## src/rtl/stps_pkg.sv

```systemverilog
// ----------------------------------------------------------------------------
// stps_pkg: shared types and constants of the servo test pattern slew block
// Register codes, pattern mode codes, configuration and per-channel records.
// ----------------------------------------------------------------------------
package stps_pkg;

   localparam int CHANNELS = 8;
   localparam int CHAN_W   = 3;
   localparam int VALUE_W  = 12;
   localparam int STEP_W   = 8;
   localparam int MODE_W   = 3;
   localparam int CSR_W    = 12;
   localparam int CSR_IDX_W = 3;
   // working width for value +/- step without overflow
   localparam int CALC_W   = VALUE_W + 2;

   typedef enum logic [MODE_W-1:0] {
      MODE_NEG125 = 3'd0,
      MODE_NEG100 = 3'd1,
      MODE_MID    = 3'd2,
      MODE_OFF    = 3'd3,
      MODE_SWEEP  = 3'd4,
      MODE_POS100 = 3'd5,
      MODE_POS125 = 3'd6,
      MODE_HOLD   = 3'd7
   } mode_type;

   typedef enum logic [CSR_IDX_W-1:0] {
      CSR_TEST_MODE       = 3'd0,
      CSR_STEP_SIZE       = 3'd1,
      CSR_VALUE_MIN_LIMIT = 3'd2,
      CSR_VALUE_MIN       = 3'd3,
      CSR_VALUE_MID       = 3'd4,
      CSR_VALUE_MAX       = 3'd5,
      CSR_VALUE_MAX_LIMIT = 3'd6
   } csr_index_type;

   localparam logic [STEP_W-1:0]         RST_STEP_SIZE       = 8'd10;
   localparam logic signed [VALUE_W-1:0] RST_VALUE_MIN_LIMIT = -12'sd1250;
   localparam logic signed [VALUE_W-1:0] RST_VALUE_MIN       = -12'sd1000;
   localparam logic signed [VALUE_W-1:0] RST_VALUE_MID       = 12'sd0;
   localparam logic signed [VALUE_W-1:0] RST_VALUE_MAX       = 12'sd1000;
   localparam logic signed [VALUE_W-1:0] RST_VALUE_MAX_LIMIT = 12'sd1250;

   typedef struct packed {
      mode_type                    test_mode;
      logic [STEP_W-1:0]           step_size;
      logic signed [VALUE_W-1:0]   value_min_limit;
      logic signed [VALUE_W-1:0]   value_min;
      logic signed [VALUE_W-1:0]   value_mid;
      logic signed [VALUE_W-1:0]   value_max;
      logic signed [VALUE_W-1:0]   value_max_limit;
   } cfg_type;

   // per-channel state as read out of the channel store
   typedef struct packed {
      logic signed [VALUE_W-1:0] held;
      logic                      down;
      logic                      pending;
   } chan_state_type;

   // write into the channel store; a write clears the capture flag unless an arm comes in the same cycle
   typedef struct packed {
      logic                      en;
      logic [CHAN_W-1:0]         idx;
      logic signed [VALUE_W-1:0] held;
      logic                      down;
   } chan_wr_type;

endpackage

```

## src/rtl/stps_chan_regs.sv

```systemverilog
// ----------------------------------------------------------------------------
// stps_chan_regs: per-channel state store
// Held value, sweep direction and capture flag for each channel.
// ----------------------------------------------------------------------------
module stps_chan_regs (
   input  logic                         clock,
   input  logic                         reset,
   input  logic                         arm,
   input  logic [stps_pkg::CHAN_W-1:0]  rd_idx,
   output stps_pkg::chan_state_type     rd_state,
   input  stps_pkg::chan_wr_type        wr
);
   import stps_pkg::*;

   logic signed [VALUE_W-1:0] held_ff [CHANNELS];
   logic signed [VALUE_W-1:0] held_in [CHANNELS];
   logic [CHANNELS-1:0]       down_ff;
   logic [CHANNELS-1:0]       down_in;
   logic [CHANNELS-1:0]       pending_ff;
   logic [CHANNELS-1:0]       pending_in;

   always_comb begin
      held_in    = held_ff;
      down_in    = down_ff;
      pending_in = pending_ff;
      if (wr.en) begin
         held_in[wr.idx]    = wr.held;
         down_in[wr.idx]    = wr.down;
         pending_in[wr.idx] = 1'b0;
      end
      // leaving off arms capture on every channel
      if (arm) begin
         pending_in = '1;
      end
   end

   always_ff @(posedge clock) begin
      if (reset) begin
         for (int i = 0; i < CHANNELS; i++) begin
            held_ff[i] <= '0;
         end
         down_ff    <= '0;
         pending_ff <= '0;
      end else begin
         held_ff    <= held_in;
         down_ff    <= down_in;
         pending_ff <= pending_in;
      end
   end

   assign rd_state.held    = held_ff[rd_idx];
   assign rd_state.down    = down_ff[rd_idx];
   assign rd_state.pending = pending_ff[rd_idx];

`ifndef SYNTH
   a_arm_sets_all : assert property (@(posedge clock) disable iff (reset)
      arm |=> (&pending_ff))
      else $error("capture flags not all set after arm");

   a_write_clears : assert property (@(posedge clock) disable iff (reset)
      (wr.en && !arm) |=> !pending_ff[$past(wr.idx)])
      else $error("capture flag survived a channel write");
`endif

endmodule

```

## src/rtl/stps_calc.sv

```systemverilog
// ----------------------------------------------------------------------------
// stps_calc: one pattern step
// Slew toward a fixed target with clamping, triangle sweep between bounds, or hold.
// ----------------------------------------------------------------------------
module stps_calc (
   input  stps_pkg::cfg_type                    cfg,
   input  logic signed [stps_pkg::VALUE_W-1:0]  cur_value,
   input  logic                                 cur_down,
   output logic signed [stps_pkg::VALUE_W-1:0]  nxt_value,
   output logic                                 nxt_down
);
   import stps_pkg::*;

   logic signed [CALC_W-1:0] cur_s;
   logic signed [CALC_W-1:0] step_s;
   logic signed [CALC_W-1:0] sum_up;
   logic signed [CALC_W-1:0] sum_dn;
   logic signed [CALC_W-1:0] tgt_s;
   logic signed [CALC_W-1:0] min_s;
   logic signed [CALC_W-1:0] max_s;
   logic signed [CALC_W-1:0] sweep_s;
   logic signed [VALUE_W-1:0] slew_v;

   assign cur_s  = CALC_W'(cur_value);
   assign step_s = signed'(CALC_W'(cfg.step_size));
   assign sum_up = cur_s + step_s;
   assign sum_dn = cur_s - step_s;
   assign min_s  = CALC_W'(cfg.value_min);
   assign max_s  = CALC_W'(cfg.value_max);
   assign sweep_s = cur_down ? sum_dn : sum_up;

   // slew target per mode
   always_comb begin
      case (cfg.test_mode)
         MODE_NEG125: tgt_s = CALC_W'(cfg.value_min_limit);
         MODE_NEG100: tgt_s = CALC_W'(cfg.value_min);
         MODE_MID:    tgt_s = CALC_W'(cfg.value_mid);
         MODE_POS100: tgt_s = CALC_W'(cfg.value_max);
         MODE_POS125: tgt_s = CALC_W'(cfg.value_max_limit);
         default:     tgt_s = cur_s;
      endcase
   end

   always_comb begin
      if (cur_s < tgt_s) begin
         slew_v = (sum_up > tgt_s) ? VALUE_W'(tgt_s) : VALUE_W'(sum_up);
      end else if (cur_s > tgt_s) begin
         slew_v = (sum_dn < tgt_s) ? VALUE_W'(tgt_s) : VALUE_W'(sum_dn);
      end else begin
         slew_v = cur_value;
      end
   end

   always_comb begin
      nxt_value = cur_value;
      nxt_down  = cur_down;
      case (cfg.test_mode)
         MODE_SWEEP: begin
            // overshoot clamps and flips direction; upper bound checked first
            if (sweep_s > max_s) begin
               nxt_value = cfg.value_max;
               nxt_down  = !cur_down;
            end else if (sweep_s < min_s) begin
               nxt_value = cfg.value_min;
               nxt_down  = !cur_down;
            end else begin
               nxt_value = VALUE_W'(sweep_s);
            end
         end
         MODE_HOLD, MODE_OFF: begin
            nxt_value = cur_value;
         end
         default: begin
            nxt_value = slew_v;
         end
      endcase
   end

endmodule

```

## src/rtl/servo_test_pattern_slew.sv

```systemverilog
// ----------------------------------------------------------------------------
// servo_test_pattern_slew: servo exerciser top level
// Per-channel slew / sweep test pattern, one channel tick per request.
// ----------------------------------------------------------------------------
// Each request is one tick for one channel and yields at most one response
// carrying the channel's new output value. The block takes one request per
// cycle unless a held response stalls it: a request register feeds the
// per-channel state lookup and the single add/compare/clamp step, whose
// result is written back into the channel store and loaded into the response
// register at the same edge, so a tick for the same channel in the very next
// cycle already sees the update. Off mode and throttle ticks give no
// response and never wait on the response side. Writing test_mode from off
// to any other code arms a capture on every channel: the next tick of each
// channel first takes its present value and points the sweep upward.
// Configuration writes are expected only while no request is in flight.
// ----------------------------------------------------------------------------
module servo_test_pattern_slew (
   input  logic                                 clock,
   input  logic                                 reset,
   // request channel
   input  logic                                 req_valid,
   output logic                                 req_ready,
   input  logic [stps_pkg::CHAN_W-1:0]          req_chan_index,
   input  logic signed [stps_pkg::VALUE_W-1:0]  req_present_value,
   input  logic                                 req_is_throttle,
   // response channel
   output logic                                 rsp_valid,
   input  logic                                 rsp_ready,
   output logic [stps_pkg::CHAN_W-1:0]          rsp_out_channel,
   output logic signed [stps_pkg::VALUE_W-1:0]  rsp_out_value,
   // configuration writes
   input  logic                                 csr_wen,
   input  logic [stps_pkg::CSR_IDX_W-1:0]       csr_index,
   input  logic [stps_pkg::CSR_W-1:0]           csr_wdata
);
   import stps_pkg::*;

   // configuration registers
   cfg_type cfg_ff;
   cfg_type cfg_in;
   logic    arm;

   // request register
   logic                      s1_valid_ff;
   logic                      s1_valid_in;
   logic [CHAN_W-1:0]         s1_chan_ff;
   logic signed [VALUE_W-1:0] s1_present_ff;
   logic                      s1_throttle_ff;

   // response register
   logic                      rsp_valid_ff;
   logic                      rsp_valid_in;
   logic [CHAN_W-1:0]         rsp_chan_ff;
   logic signed [VALUE_W-1:0] rsp_value_ff;

   chan_state_type            st;
   chan_wr_type               wr;
   logic                      s1_active;
   logic                      s1_emits;
   logic                      s1_move;
   logic signed [VALUE_W-1:0] cur_value;
   logic                      cur_down;
   logic signed [VALUE_W-1:0] nxt_value;
   logic                      nxt_down;

   // ---------------------------------------------------------------- CSRs
   always_comb begin
      cfg_in = cfg_ff;
      arm    = 1'b0;
      if (csr_wen) begin
         unique case (csr_index_type'(csr_index))
            CSR_TEST_MODE: begin
               cfg_in.test_mode = mode_type'(csr_wdata[MODE_W-1:0]);
               arm = (cfg_ff.test_mode == MODE_OFF) &&
                     (mode_type'(csr_wdata[MODE_W-1:0]) != MODE_OFF);
            end
            CSR_STEP_SIZE:       cfg_in.step_size       = csr_wdata[STEP_W-1:0];
            CSR_VALUE_MIN_LIMIT: cfg_in.value_min_limit = signed'(csr_wdata[VALUE_W-1:0]);
            CSR_VALUE_MIN:       cfg_in.value_min       = signed'(csr_wdata[VALUE_W-1:0]);
            CSR_VALUE_MID:       cfg_in.value_mid       = signed'(csr_wdata[VALUE_W-1:0]);
            CSR_VALUE_MAX:       cfg_in.value_max       = signed'(csr_wdata[VALUE_W-1:0]);
            CSR_VALUE_MAX_LIMIT: cfg_in.value_max_limit = signed'(csr_wdata[VALUE_W-1:0]);
            default: ;   // unmapped index: ignored
         endcase
      end
   end

   always_ff @(posedge clock) begin
      if (reset) begin
         cfg_ff.test_mode       <= MODE_OFF;
         cfg_ff.step_size       <= RST_STEP_SIZE;
         cfg_ff.value_min_limit <= RST_VALUE_MIN_LIMIT;
         cfg_ff.value_min       <= RST_VALUE_MIN;
         cfg_ff.value_mid       <= RST_VALUE_MID;
         cfg_ff.value_max       <= RST_VALUE_MAX;
         cfg_ff.value_max_limit <= RST_VALUE_MAX_LIMIT;
      end else begin
         cfg_ff <= cfg_in;
      end
   end

   // ---------------------------------------------------------- flow control
   // A tick is live when the mode is not off and the channel exists.
   assign s1_active = s1_valid_ff && (cfg_ff.test_mode != MODE_OFF) &&
                      (32'(s1_chan_ff) < CHANNELS);
   assign s1_emits  = s1_active && !s1_throttle_ff;
   // silent ticks drain regardless of the response side
   assign s1_move   = s1_valid_ff && (!s1_emits || !rsp_valid_ff || rsp_ready);
   assign req_ready = !s1_valid_ff || s1_move;

   assign s1_valid_in  = req_valid || (s1_valid_ff && !s1_move);
   assign rsp_valid_in = (s1_move && s1_emits) || (rsp_valid_ff && !rsp_ready);

   always_ff @(posedge clock) begin
      if (reset) begin
         s1_valid_ff  <= 1'b0;
         rsp_valid_ff <= 1'b0;
      end else begin
         s1_valid_ff  <= s1_valid_in;
         rsp_valid_ff <= rsp_valid_in;
      end
   end

   always_ff @(posedge clock) begin
      if (req_valid && req_ready) begin
         s1_chan_ff     <= req_chan_index;
         s1_present_ff  <= req_present_value;
         s1_throttle_ff <= req_is_throttle;
      end
      if (s1_move && s1_emits) begin
         rsp_chan_ff  <= s1_chan_ff;
         rsp_value_ff <= nxt_value;
      end
   end

   // ----------------------------------------------------- channel datapath
   stps_chan_regs u_chan_regs (
      .clock    (clock),
      .reset    (reset),
      .arm      (arm),
      .rd_idx   (s1_chan_ff),
      .rd_state (st),
      .wr       (wr)
   );

   // pending capture replaces the held value and resets the sweep upward
   assign cur_value = st.pending ? s1_present_ff : st.held;
   assign cur_down  = st.pending ? 1'b0 : st.down;

   stps_calc u_calc (
      .cfg       (cfg_ff),
      .cur_value (cur_value),
      .cur_down  (cur_down),
      .nxt_value (nxt_value),
      .nxt_down  (nxt_down)
   );

   // throttle ticks still commit a capture but skip the pattern step
   always_comb begin
      wr.en   = s1_move && s1_active;
      wr.idx  = s1_chan_ff;
      wr.held = s1_throttle_ff ? cur_value : nxt_value;
      wr.down = s1_throttle_ff ? cur_down : nxt_down;
   end

   assign rsp_valid       = rsp_valid_ff;
   assign rsp_out_channel = rsp_chan_ff;
   assign rsp_out_value   = rsp_value_ff;

`ifndef SYNTH
   a_rsp_from_tick : assert property (@(posedge clock) disable iff (reset)
      $rose(rsp_valid_ff) |-> $past(s1_valid_ff && s1_emits))
      else $error("response appeared without a live tick");

   a_off_silent : assert property (@(posedge clock) disable iff (reset)
      (s1_move && (cfg_ff.test_mode == MODE_OFF)) |=>
         (!rsp_valid_ff || $past(rsp_valid_ff && !rsp_ready)))
      else $error("off mode produced a response");

   a_no_state_when_off : assert property (@(posedge clock) disable iff (reset)
      (cfg_ff.test_mode == MODE_OFF) |-> !wr.en)
      else $error("channel state written in off mode");
`endif

endmodule
```

## config.mk

```make
export PLATFORM = sky130hd
export DESIGN_NAME = servo_test_pattern_slew
export DESIGN_NICKNAME = d
export VERILOG_FILES = /design/src/rtl/stps_pkg.sv /design/src/rtl/stps_chan_regs.sv /design/src/rtl/stps_calc.sv /design/src/rtl/servo_test_pattern_slew.sv
export SDC_FILE = /design/constraint.sdc
export NUM_CORES = 1
export LEC_CHECK = 0
export BUFFER_PORTS_ARGS = -buffer_cell sky130_fd_sc_hd__buf_2
export CORE_ASPECT_RATIO = 0.8
export CORE_MARGIN = 1.5
export CORE_UTILIZATION = 30
export CTS_BUF_LIST = sky130_fd_sc_hd__clkbuf_2
export DETAILED_ROUTE_END_ITERATION = 8
export SYNTH_ARGS = -nofsm -noshare
export SYNTH_HDL_FRONTEND = slang
export SYNTH_SLANG_ARGS = --single-unit
```

## constraint.sdc

```tcl
create_clock -name clock -period 6.79 [get_ports clock]
set_input_delay 1.358 -clock clock [delete_from_list [all_inputs] [get_ports clock]]
set_output_delay 1.358 -clock clock [all_outputs]
set_load 0.005 [all_outputs]
```

==> key figures <==
Detailed routing
  • Router iterations before antenna repair: 6
  • DRC viols: 0
  • Wire per inst: 21.9 um
  • Initial DRC Count: 1602
  • Via count: 14.0k
  • Vias per cell: 5.71
  • ANT nets after route: 0
  • WL final: 53.5 mm

Setup path
  • Critical path endpoint category: flip-flop
  • R2R Path End: u_chan_regs.held_ff[94]
  • Reg2reg path depth: 24
  • CP Class: flip-flop to flip-flop
  • Startpoint type of the worst setup path: flip-flop
  • R2R setup slack: 0.20 ns
  • Arrival time at the worst endpoint: 7.36 ns
  • CP required: 7.56 ns
  • Crit Path Max Fanout: 30
  • Worst r2r src: s1_chan_ff[1]

Timing
  • Hold Fails Final Rpt: 0
  • Slew @ Worst Pin: 1.17 ns
  • Fin crit period: 6.59 ns
  • Ratio of final minimum period to clock period: 0.971
  • Final Hold Slack: 0.460 ns
  • Post-route clock skew: 0.143 ns
  • F_max: 0.152 GHz
  • Setup TNS: 0 ns
  • Final Setup Violations: 0
  • Final Max Tran Viols: 0
  • Final Worst Setup Slack: 0.197 ns
  • Rel. slew slack: 0.213

Synth
  • Cell Area, Synth: 13900 um2
  • Post-synthesis mux area share: 0.0484
  • Largest area contributor in the netlist: dfxtp_1
  • Part of the Yosys area used for sequential elements: 0.334
  • Syn_nets: 1805
  • Top area cells in the synthesized netlist: dfxtp_1 (27%), ha_1 (7.5%), nand2_1 (7.5%)
  • Yosys cell types: 99
  • XOR/XNOR Fraction of Synth Area: 0.0107
  • Post-synth ARST share: 0
  • Synth Area in Simple Gates: 0.224
  • #FFs+latches synth: 216
  • Synth Area in Compound Gates: 0.251
  • Post-Synth Adder-Cell Area: 0.0778
  • Share of the synthesized area in the top cell type: 0.267
  • Post-Synthesis Cells: 1684
  • Syn avg cell area: 8.23 um2
  • Post-synth top cells: nand2_1 (276), dfxtp_1 (185), a21oi_1 (124), nor2_1 (100), ha_1 (83)
  • EDFF count, synth: 31
  • Count of warnings emitted by yosys: 0
  • Largest family of logic cells by synthesized area: compound AO/OA/AOI/OAI gates
  • Main flop type after synthesis: dfxtp_1
  • Most common cell in the synthesized netlist: nand2_1

Place
  • Cell area after placement: 15200 um2
  • Placed cells: 2344
  • Port bufs: 52
  • RePlAce Congestion: 1.10
  • Setup WS pre-CTS: 0.104 ns
  • Final HPWL DP: 40.4 mm

CTS
  • Total CTS buffers: 56
  • CTS Buffer Depth: 3
  • Clock sink count: 216
  • Root Buffer: clkbuf_2
  • CTS tree: yes
  • CTS H-tree depth: 2
  • Reg clk slew, reported paths: 0.11 ns
  • Cts-stage hold buffer count: 0
  • Clk_lat worst skew: 0.98 ns

Layout
  • Final non-filler cell area: 15800 um2
  • Final Instance Count excl. Fillers: 2445
  • Final net count: 1913
  • Final core occ: 0.347
  • # fillers: 4822
  • Register Area: 4630 um2
  • Layout area overhead: 14.1%
  • Share of cells above drive strength 1: 0.181
  • Multi-input gate area: 8560 um2

Die
  • Die span in y: 195 um
  • Core area: 45600 um2
  • # IOs: 53
  • Die Span X: 243 um
  • Initial Utilization: 0.304
  • Die Area: 47500 um2
  • Cell Rows: 70

Run
  • Maxcap violations: 0

Global route
  • First-pass GRT wire length: 80.0 mm
  • Largest net degree at the start of global routing: 129
  • Remaining Overflow, GRT: 0
  • Initial antenna violation count: 3
  • Number of global-route vias before repair: 12.8k
  • All-layer global routing usage: 0.219

Status
  • Status: complete, no violations

Power
  • Lkg Pwr: 6.31 nW
  • Pwr dens: 210 nW/um2
  • Final Power: 3.32 mW
  • Max VDD drop: 80.9 uV

Min path
  • Worst Hold Depth: 2
  • Worst Hold End: cfg_ff[30]
  • Min-delay src: cfg_ff[30]
  • Hold WC Path Type: flip-flop to flip-flop
[kinds of logic (layout without fill, tap and decap cells)]
logic type | count (synthesis) | after routing
AOI/OAI and AO/OA | 497 | 497
xor gates and xnor gates | 17 | 17
adders and majority gates | 85 | 85
buffers and inverters | 180 | 328
DFF | 216 | 216
muxes | 53 | 53
other | 0 | 1
and+or+nand+nor | 636 | 636
[repair_timing]
action                     CTS  global route
setup buffers                0             2
setup endpoints to repair    1            90
resized for setup            1            14
pin swaps                    0             2
[how the worst max path moves through the flow]
stage                  start                 endpoint  slack [ns]
2_1_floorplan  s1_chan_ff[0]        rsp_out_value[10]        0.57
3_3_place_gp   s1_chan_ff[1]  u_chan_regs.held_ff[54]        0.23
3_5_place_dp   s1_chan_ff[1]  u_chan_regs.held_ff[90]        0.10
4_1_cts        s1_chan_ff[1]   u_chan_regs.held_ff[4]        0.04
5_1_grt        s1_chan_ff[1]  u_chan_regs.held_ff[59]      -0.005
6_report       s1_chan_ff[1]  u_chan_regs.held_ff[94]        0.20
[metal layers]
layer,vias to the layer above,track usage,part of all wire
met1,6583,0.331,0.47
met5,-,0,0.00024
met3,117,0.0621,0.12
li1,6447,-,-
met2,803,0.298,0.39
met4,2,0.0575,0.025
[registers in the layout, indices dropped and copies added (netlist names)]
name                    cells
rsp_valid                   1
s1_chan_ff                  3
s1_valid_ff                 1
s1_present_ff              12
cfg_ff                     71
s1_throttle_ff              1
rsp_out_channel             3
rsp_out_value              12
u_chan_regs.held_ff        96
u_chan_regs.pending_ff      8
u_chan_regs.down_ff         8
[worst max-delay path: stages (launching register included)]
cell      delay, ns
edfxtp_1       0.40
buf_12         0.21
mux4_2         0.53
mux2_2         0.31
mux2i_2        0.22
inv_1          0.10
ha_1           0.31
nor2b_1        0.15
o2111a_1       0.24
or2_2          0.30
o311a_1        0.49
o21ai_1        0.26
o311ai_1       0.17
o21a_1         0.21
ha_1           0.30
o21ai_0        0.08
o21ai_1        0.21
nor4_1         0.10
o32a_1         0.39
buf_4          0.18
and2_1         0.16
a221o_1        0.38
a221o_1        0.40
buf_4          0.18
a31o_1         0.17
[layout make-up]
| class | count | area share |
|---|---|---|
| Timing Repair Buffer | 157 | 0.0690 |
| Inverter | 73 | 0.0173 |
| Clock buffer | 91 | 0.0288 |
| Sequential cell | 216 | 0.293 |
| Antenna cell | 1 | 0.000158 |
| Tap cell | 612 | 0.0484 |
| Clock inverter | 7 | 0.00245 |
| Multi-Input combinational cell | 1288 | 0.541 |
[placed cells by master (no fill, tap or decap), types with 33 or more instances in the layout]
cell type,Yosys,routed
inv_1,66,66
buf_2,11,51
ha_1,83,83
buf_4,6,102
nand3b_1,59,59
nand2_1,276,276
dfxtp_1,185,185
a211oi_1,37,37
nor3_1,33,33
a21oi_1,124,124
clkbuf_2,1,91
nand3_1,33,33
nor2_1,100,100
o21ai_0,54,52
[where the power goes]
group          internal, mW  switching (mW)
sequential             1.32          0.0201
combinational         0.403           0.658
clock                 0.352           0.566
total                  2.07            1.24
No activity file was read; power rests on OpenSTA's default activity.
